File: src/rtl/urs_pkg.sv
// Shared types and constants for the uniform range sampler.
package urs_pkg;

    localparam int WORD_W = 32;
    localparam int QDEPTH = 4;
    localparam int QPTR_W = 2;
    localparam int QCNT_W = 3;

    localparam logic [1:0] KIND_COIN  = 2'd0;
    localparam logic [1:0] KIND_FIXED = 2'd1;
    localparam logic [1:0] KIND_RANGE = 2'd2;

    localparam logic [1:0] CFG_START = 2'd0;
    localparam logic [1:0] CFG_END   = 2'd1;
    localparam logic [1:0] CFG_COIN  = 2'd2;

    localparam int COIN_BIT = 15;

    typedef struct packed {
        logic [1:0]        kind;
        logic [WORD_W-1:0] word;
    } t_req;

endpackage

File: src/rtl/urs_front.sv
// Front end: takes raw words and tags each request with how it is to be mapped.
module urs_front (
    input  logic                  start,
    input  logic [31:0]           i_random_word,
    input  logic                  i_coin_mode,
    input  logic                  i_span_zero,
    input  logic                  i_q_full,
    output logic                  busy,
    output logic                  o_push,
    output urs_pkg::t_req         o_req
);
    import urs_pkg::*;

    assign busy   = i_q_full;
    assign o_push = start && !i_q_full;

    always_comb begin
        o_req.word = i_random_word;
        if (i_coin_mode) begin
            o_req.kind = KIND_COIN;
        end else if (i_span_zero) begin
            o_req.kind = KIND_FIXED;
        end else begin
            o_req.kind = KIND_RANGE;
        end
    end

endmodule

File: src/rtl/urs_queue.sv
// Short request queue between the front end and the reduction pipeline.
module urs_queue (
    input  logic                  i_clk,
    input  logic                  i_rst_n,
    input  logic                  i_push,
    input  urs_pkg::t_req         i_req,
    input  logic                  i_pop,
    output logic                  o_full,
    output logic                  o_valid,
    output urs_pkg::t_req         o_req
);
    import urs_pkg::*;

    t_req              r_mem [QDEPTH];
    logic [QPTR_W-1:0] r_wr_ptr;
    logic [QPTR_W-1:0] r_rd_ptr;
    logic [QCNT_W-1:0] r_count;
    logic [QCNT_W-1:0] n_count;

    assign o_full  = (r_count == QCNT_W'(QDEPTH));
    assign o_valid = (r_count != '0);
    assign o_req   = r_mem[r_rd_ptr];

    always_comb begin
        n_count = r_count;
        if (i_push && !i_pop) begin
            n_count = r_count + 1'b1;
        end else if (!i_push && i_pop) begin
            n_count = r_count - 1'b1;
        end
    end

    always_ff @(posedge i_clk) begin
        if (!i_rst_n) begin
            r_wr_ptr <= '0;
            r_rd_ptr <= '0;
            r_count  <= '0;
        end else begin
            r_count <= n_count;
            if (i_push) begin
                r_wr_ptr <= r_wr_ptr + 1'b1;
            end
            if (i_pop) begin
                r_rd_ptr <= r_rd_ptr + 1'b1;
            end
        end
    end

    always_ff @(posedge i_clk) begin
        if (i_push) begin
            r_mem[r_wr_ptr] <= i_req;
        end
    end

    a_count_bound: assert property (@(posedge i_clk) disable iff (!i_rst_n)
        r_count <= QCNT_W'(QDEPTH))
        else $error("queue count above depth");

    a_no_underflow: assert property (@(posedge i_clk) disable iff (!i_rst_n)
        i_pop |-> (r_count != '0))
        else $error("pop from empty queue");

    a_no_overflow: assert property (@(posedge i_clk) disable iff (!i_rst_n)
        i_push |-> (!o_full || i_pop))
        else $error("push into full queue");

    a_count_up: assert property (@(posedge i_clk) disable iff (!i_rst_n)
        (i_push && !i_pop) |=> (r_count == $past(r_count) + 1'b1))
        else $error("queue count did not advance on push");

endmodule

File: src/rtl/urs_back.sv
// Back end: pipelined restoring remainder, rejection test and offset add.
module urs_back (
    input  logic                  i_clk,
    input  logic                  i_rst_n,
    input  logic                  i_q_valid,
    input  urs_pkg::t_req         i_q_req,
    input  logic [31:0]           i_range_start,
    input  logic [31:0]           i_span,
    input  logic [31:0]           i_negspan,
    output logic                  o_pop,
    output logic                  o_valid,
    output logic [31:0]           o_sample
);
    import urs_pkg::*;

    // one quotient bit per stage
    logic              r_sv    [WORD_W];
    logic [1:0]        r_skind [WORD_W];
    logic [WORD_W-1:0] r_sword [WORD_W];
    logic [WORD_W-1:0] r_srem  [WORD_W];
    logic [WORD_W-1:0] n_srem  [WORD_W];

    logic              r_ov;
    logic [WORD_W-1:0] r_osample;
    logic              n_ov;
    logic [WORD_W-1:0] n_osample;

    logic [WORD_W-1:0] l_word;
    logic [WORD_W-1:0] l_rem;
    logic [WORD_W-1:0] l_diff;

    assign o_pop = i_q_valid;

    always_comb begin
        logic [WORD_W:0]   t;
        logic [WORD_W-1:0] prev;
        logic              bitv;
        for (int k = 0; k < WORD_W; k++) begin
            if (k == 0) begin
                prev = '0;
                bitv = i_q_req.word[WORD_W-1];
            end else begin
                prev = r_srem[k-1];
                bitv = r_sword[k-1][WORD_W-1-k];
            end
            t = {prev, bitv};
            if (t >= {1'b0, i_span}) begin
                n_srem[k] = WORD_W'(t - {1'b0, i_span});
            end else begin
                n_srem[k] = t[WORD_W-1:0];
            end
        end
    end

    always_ff @(posedge i_clk) begin
        if (!i_rst_n) begin
            for (int k = 0; k < WORD_W; k++) begin
                r_sv[k] <= 1'b0;
            end
        end else begin
            r_sv[0] <= i_q_valid;
            for (int k = 1; k < WORD_W; k++) begin
                r_sv[k] <= r_sv[k-1];
            end
        end
    end

    always_ff @(posedge i_clk) begin
        r_skind[0] <= i_q_req.kind;
        r_sword[0] <= i_q_req.word;
        for (int k = 1; k < WORD_W; k++) begin
            r_skind[k] <= r_skind[k-1];
            r_sword[k] <= r_sword[k-1];
        end
        for (int k = 0; k < WORD_W; k++) begin
            r_srem[k] <= n_srem[k];
        end
    end

    // word - rem is the quotient times span; reject when one more span passes 2^32
    assign l_word = r_sword[WORD_W-1];
    assign l_rem  = r_srem[WORD_W-1];
    assign l_diff = l_word - l_rem;

    always_comb begin
        n_ov      = 1'b0;
        n_osample = i_range_start;
        unique case (r_skind[WORD_W-1])
            KIND_COIN: begin
                n_ov      = r_sv[WORD_W-1];
                n_osample = {{(WORD_W-1){1'b0}}, l_word[COIN_BIT]};
            end
            KIND_FIXED: begin
                n_ov      = r_sv[WORD_W-1];
                n_osample = i_range_start;
            end
            KIND_RANGE: begin
                n_ov      = r_sv[WORD_W-1] && (l_diff <= i_negspan);
                n_osample = i_range_start + l_rem;
            end
            default: begin
                n_ov      = 1'b0;
                n_osample = i_range_start;
            end
        endcase
    end

    always_ff @(posedge i_clk) begin
        if (!i_rst_n) begin
            r_ov <= 1'b0;
        end else begin
            r_ov <= n_ov;
        end
    end

    always_ff @(posedge i_clk) begin
        r_osample <= n_osample;
    end

    assign o_valid  = r_ov;
    assign o_sample = r_osample;

endmodule

File: src/rtl/uniform_range_sampler.sv
// Top level of the uniform range sampler: config registers and block wiring.
//
//  channel   | direction | handshake                  | payload
//  ----------+-----------+----------------------------+----------------------------
//  request   | in        | start, busy                | i_random_word
//  result    | out       | o_sample_valid (strobe)    | o_sample
//  config    | in        | i_cfg_valid, o_cfg_ready   | i_cfg_index, i_cfg_data
//
//  One request is taken every cycle; busy only rises if the queue fills.
//  Requests pass the queue, the 32-stage restoring remainder pipeline
//  (one quotient bit per stage) and the output registers. Rejected words give
//  no strobe. Reset (synchronous, low) clears the config registers to zero but
//  sets the span-zero flag, and empties the pipeline. Results cannot be stalled.
module uniform_range_sampler (
    input  logic        i_clk,
    input  logic        i_rst_n,
    input  logic        start,
    output logic        busy,
    input  logic [31:0] i_random_word,
    output logic        o_sample_valid,
    output logic [31:0] o_sample,
    input  logic        i_cfg_valid,
    output logic        o_cfg_ready,
    input  logic [1:0]  i_cfg_index,
    input  logic [31:0] i_cfg_data
);
    import urs_pkg::*;

    logic [31:0] r_range_start;
    logic [31:0] r_range_end;
    logic        r_coin_mode;
    logic [31:0] r_span;
    logic [31:0] r_negspan;
    logic        r_span_zero;

    logic [31:0] n_range_start;
    logic [31:0] n_range_end;
    logic        n_coin_mode;
    logic [31:0] n_span;

    logic        q_push;
    logic        q_pop;
    logic        q_full;
    logic        q_valid;
    t_req        front_req;
    t_req        q_req;

    assign o_cfg_ready = 1'b1;

    always_comb begin
        n_range_start = r_range_start;
        n_range_end   = r_range_end;
        n_coin_mode   = r_coin_mode;
        if (i_cfg_valid) begin
            unique case (i_cfg_index)
                CFG_START: n_range_start = i_cfg_data;
                CFG_END:   n_range_end   = i_cfg_data;
                CFG_COIN:  n_coin_mode   = i_cfg_data[0];
                default:   n_coin_mode   = r_coin_mode;
            endcase
        end
        n_span = n_range_end - n_range_start;
    end

    always_ff @(posedge i_clk) begin
        if (!i_rst_n) begin
            r_range_start <= '0;
            r_range_end   <= '0;
            r_coin_mode   <= 1'b0;
            r_span        <= '0;
            r_negspan     <= '0;
            r_span_zero   <= 1'b1;
        end else begin
            r_range_start <= n_range_start;
            r_range_end   <= n_range_end;
            r_coin_mode   <= n_coin_mode;
            r_span        <= n_span;
            r_negspan     <= 32'd0 - n_span;
            r_span_zero   <= (n_span == 32'd0);
        end
    end

    urs_front u_front (
        .start         (start),
        .i_random_word (i_random_word),
        .i_coin_mode   (r_coin_mode),
        .i_span_zero   (r_span_zero),
        .i_q_full      (q_full),
        .busy          (busy),
        .o_push        (q_push),
        .o_req         (front_req)
    );

    urs_queue u_queue (
        .i_clk   (i_clk),
        .i_rst_n (i_rst_n),
        .i_push  (q_push),
        .i_req   (front_req),
        .i_pop   (q_pop),
        .o_full  (q_full),
        .o_valid (q_valid),
        .o_req   (q_req)
    );

    urs_back u_back (
        .i_clk         (i_clk),
        .i_rst_n       (i_rst_n),
        .i_q_valid     (q_valid),
        .i_q_req       (q_req),
        .i_range_start (r_range_start),
        .i_span        (r_span),
        .i_negspan     (r_negspan),
        .o_pop         (q_pop),
        .o_valid       (o_sample_valid),
        .o_sample      (o_sample)
    );

endmodule

File: config.mk
export PLATFORM = sky130hd
export DESIGN_NAME = uniform_range_sampler
export DESIGN_NICKNAME = d
export VERILOG_FILES = /design/src/rtl/urs_pkg.sv /design/src/rtl/urs_front.sv /design/src/rtl/urs_queue.sv /design/src/rtl/urs_back.sv /design/src/rtl/uniform_range_sampler.sv
export SDC_FILE = /design/constraint.sdc
export NUM_CORES = 2
export LEC_CHECK = 0
export BUFFER_PORTS_ARGS = -buffer_cell sky130_fd_sc_hd__buf_2
export CAP_MARGIN = 30
export CORE_MARGIN = 2
export CORE_UTILIZATION = 45
export CTS_BUF_LIST = sky130_fd_sc_hd__clkbuf_16
export CTS_CLUSTER_DIAMETER = 100
export DETAILED_ROUTE_END_ITERATION = 16
export PLACE_DENSITY_LB_ADDON = 0.15
export SLEW_MARGIN = 20
export SYNTH_ARGS = -nofsm -noshare
export SYNTH_HDL_FRONTEND = slang
export SYNTH_SLANG_ARGS = --single-unit
File: constraint.sdc
create_clock -name i_clk -period 6.15 [get_ports i_clk]
set_clock_uncertainty 0.15 [all_clocks]
set_input_delay 0.615 -clock i_clk [delete_from_list [all_inputs] [get_ports i_clk]]
set_output_delay 0.615 -clock i_clk [all_outputs]
set_load 0.01 [all_outputs]
==> flow_summary.ini <==
[sta]
drv_slew = 0
hold_viol_final = 0
relSlewSlack = 0.3076
period_minus_slack_ns = 5.703
setup_viol = 0
tns_ns = 0
worst-slew-pin-transition_ns = 1.024
period_share = 0.9274
max_freq_ghz = 0.1753
rsz0062_at_grt = false

[final_layout]
area_delta_synth_final_pct = 13.21
mostFrequentLayoutCells = dfxtp_1 (2311), ha_1 (1125), a21oi_1 (1101), nor2_1 (869), nand2_1 (775)
fillers = 23450
regArea_um2 = 50440
drive_gt1_frac = 0.1033
nets = 13670
multiInputGateArea_um2 = 64750
final_common_cell = dfxtp_1

[synth]
yosys_most_used_dff = dfxtp_1
ys_types = 100
synth_top_area_frac = 0.3945
avgSynthCellArea_um2 = 9.741
yosysSeqAreaShare = 0.4293
ys_ff_latch = 2451
synth_nets = 13290
synth.area.top_cells = dfxtp_1 (39%), ha_1 (12%), a21oi_1 (4.7%), xnor2_1 (4.3%), mux2_2 (4.2%)
synth_edf_count = 136
netlist_instances = 12060
synth_top_cell_by_area = dfxtp_1
syn-cell-area_um2 = 117500
synthArstFlopShare = 0
yosysWarnings = 0

[clocking]
path_clk_slew_ns = 0.06
cts_buffers = 277
clk_latency_ns = 0.90
clk_path_buf_depth = 4
postCtsSetupBuffers = 0
h-tree-depth = 5
cts_sinks = 2451
cts_tree = done
cts_root_buf = clkbuf_16

[die]
rows = 187
dieArea_um2 = 265200
floorplan.initialDensity = 0.4523
die_x_um = 514.9
dieHeight_um = 514.9
boundaryPins = 105
fp.coreArea_um2 = 259700

[detailed_routing]
dr.pass1.iters = 6
top_layer_used = met5
wl_mm = 348.8
num_vias = 90210
wl_met1_mm = 154.3
met3_length_mm = 17.66
postRouteAntennaNets = 0
drtIter0Drc = 6166
wl_per_cell_um = 21.72
drc = 0
wl_met2_mm = 157.5
vias_per_cell = 5.617

[placement]
place_hpwl_mm = 262.3
gp_congestion = 0.9253
numPortBuffers = 103

[grt]
grt_max_degree = 76
track_usage = 0.2544
antenna_found_initial = 24
first_global_vias = 87230
grt_pass1_wl_mm = 519.8
gr-total-overflow = 0

[critical_path]
crit_end = r_negspan[30]$_SDFF_PN0_
rr_endpoint = r_negspan[30]$_SDFF_PN0_
r2r_slack_ns = 0.89
crit_type = primary input to register
crit_start = i_cfg_index[0]
required_ns = 6.78
reg2reg_from = r_range_start[0]$_SDFF_PN0_
reg2reg_depth = 15
critical_path.max_fanout = 8
startpoint_type = primary input
end_kind = register
arrival_ns = 6.33

[worst_hold_path]
hold_class = primary input to register
hp-start = start

[status]
status = completed

[job]
drv_cap = 0
[area by class of cell]
cell class,count,share of cell area
tap,3402,0.03200
timing repair buffer,356,0.02311
inverter,396,0.01119
antenna,7,0.0001317
clock inverter,211,0.01443
clock buffer,282,0.05306
sequential,2451,0.3792
multi-input combinational,8954,0.4869
[cell families (layout without fill, tap and decap cells)]
family / count (synthesis) / in the layout / synth area share
AOI/OAI and AO/OA: 3403 / 3403 / 0.1822
and+or+nand+nor: 2944 / 2944 / 0.1200
DFF: 2451 / 2451 / 0.4293
adders and majority gates: 1159 / 1159 / 0.1256
xor gates and xnor gates: 907 / 907 / 0.06768
buffers and inverters: 656 / 1245 / 0.02116
muxes: 540 / 540 / 0.05416
other: 1 / 8 / 0.00003192
[how the worst min path moves through the flow]
stage | to | slack (ns) | depth (start not counted)
2_1_floorplan | u_back.r_skind[0][10]$_DFF_P_ | 0.16 | 0
6_report | u_queue.r_wr_ptr[0]$_SDFFE_PN0P_ | 0.11 | 4
3_3_place_gp | u_back.r_sword[1][3]$_DFF_P_ | 0.16 | 0
3_5_place_dp | u_back.r_skind[0][23]$_DFF_P_ | 0.16 | 0
5_1_grt | u_queue.r_wr_ptr[0]$_SDFFE_PN0P_ | 0.12 | 4
4_1_cts | u_queue.r_wr_ptr[0]$_SDFFE_PN0P_ | 0.05 | 4
[timing repair]
item / in CTS / in global routing
gates resized for setup: 0 / 0
hold endpoints to repair: 192 / 0
setup endpoints to repair: 0 / 0
hold buffers: 66 / 0
[per-stage QoR]
stage / setup WS, ns / cell area, um2 / hold WS (ns) / instances / utilization
CTS: 0.5358 / 133000 / 0.04941 / 16050 / 0.5119
finish: 0.4466 / 133000 / 0.1142 / 16060 / 0.5121
floorplan: 0.6209 / 117500 / 0.1596 / 12060 / -
detailed placement: 0.1688 / 123300 / 0.1621 / 15490 / 0.4748
global placement: 0.2006 / 123300 / 0.1595 / 15490 / 0.4746
global route: 0.1855 / 133000 / 0.1237 / 16050 / 0.5121
[critical path: stages]
cell and delay, ns:
dlygate4sd3_1 0.54, buf_2 0.16, nand3b_1 0.19, buf_4 0.24, mux2_2 0.39, fa_1 0.53, a211o_4 0.41, a2111oi_4 0.44
o21ai_2 0.16, a311oi_2 0.62, o31ai_1 0.18, xnor2_1 0.19, or4_1 0.64, nor4_2 0.47, nor2b_1 0.30, nor2_1 0.09
a21o_1 0.15
[cells in the mapped netlist, drive strengths merged (136+ instances only)]
master / count
inv: 396
xor2: 329
nor3: 170
and2: 137
nor2b: 155
dfxtp: 2315
ha: 1125
o21a: 179
edfxtp: 136
nand2: 775
a21oi: 1104
xnor2: 578
mux2: 435
nand2b: 160
clkbuf: 223
o21ai: 768
nand3: 199
a21o: 484
nor2: 872
[flip-flops by register name (all words and copies together) (netlist names), named ones only]
| name | cells |
|---|---|
| r_span | 32 |
| u_back.r_sword | 1024 |
| u_back.r_skind | 64 |
| u_back.r_srem | 1024 |
| u_queue.r_wr_ptr | 2 |
| u_queue.r_mem | 136 |
| u_queue.r_rd_ptr | 2 |
| u_back.r_sv | 32 |
| r_span_zero | 1 |
| u_queue.r_count | 3 |
| r_range_start | 32 |
| r_coin_mode | 1 |
| u_back.o_sample | 32 |
| r_range_end | 32 |
| r_negspan | 31 |
| u_back.o_valid | 1 |
[layer usage]
layer / up-vias / global-route usage
li1: 44300 / -
met5: - / 0
met1: 42760 / 0.3295
met4: 2 / 0.1279
met2: 2440 / 0.4151
met3: 711 / 0.03358
Power is not shown: default switching activity piles up to over one toggle a cycle in this logic, so the estimate is an artifact.
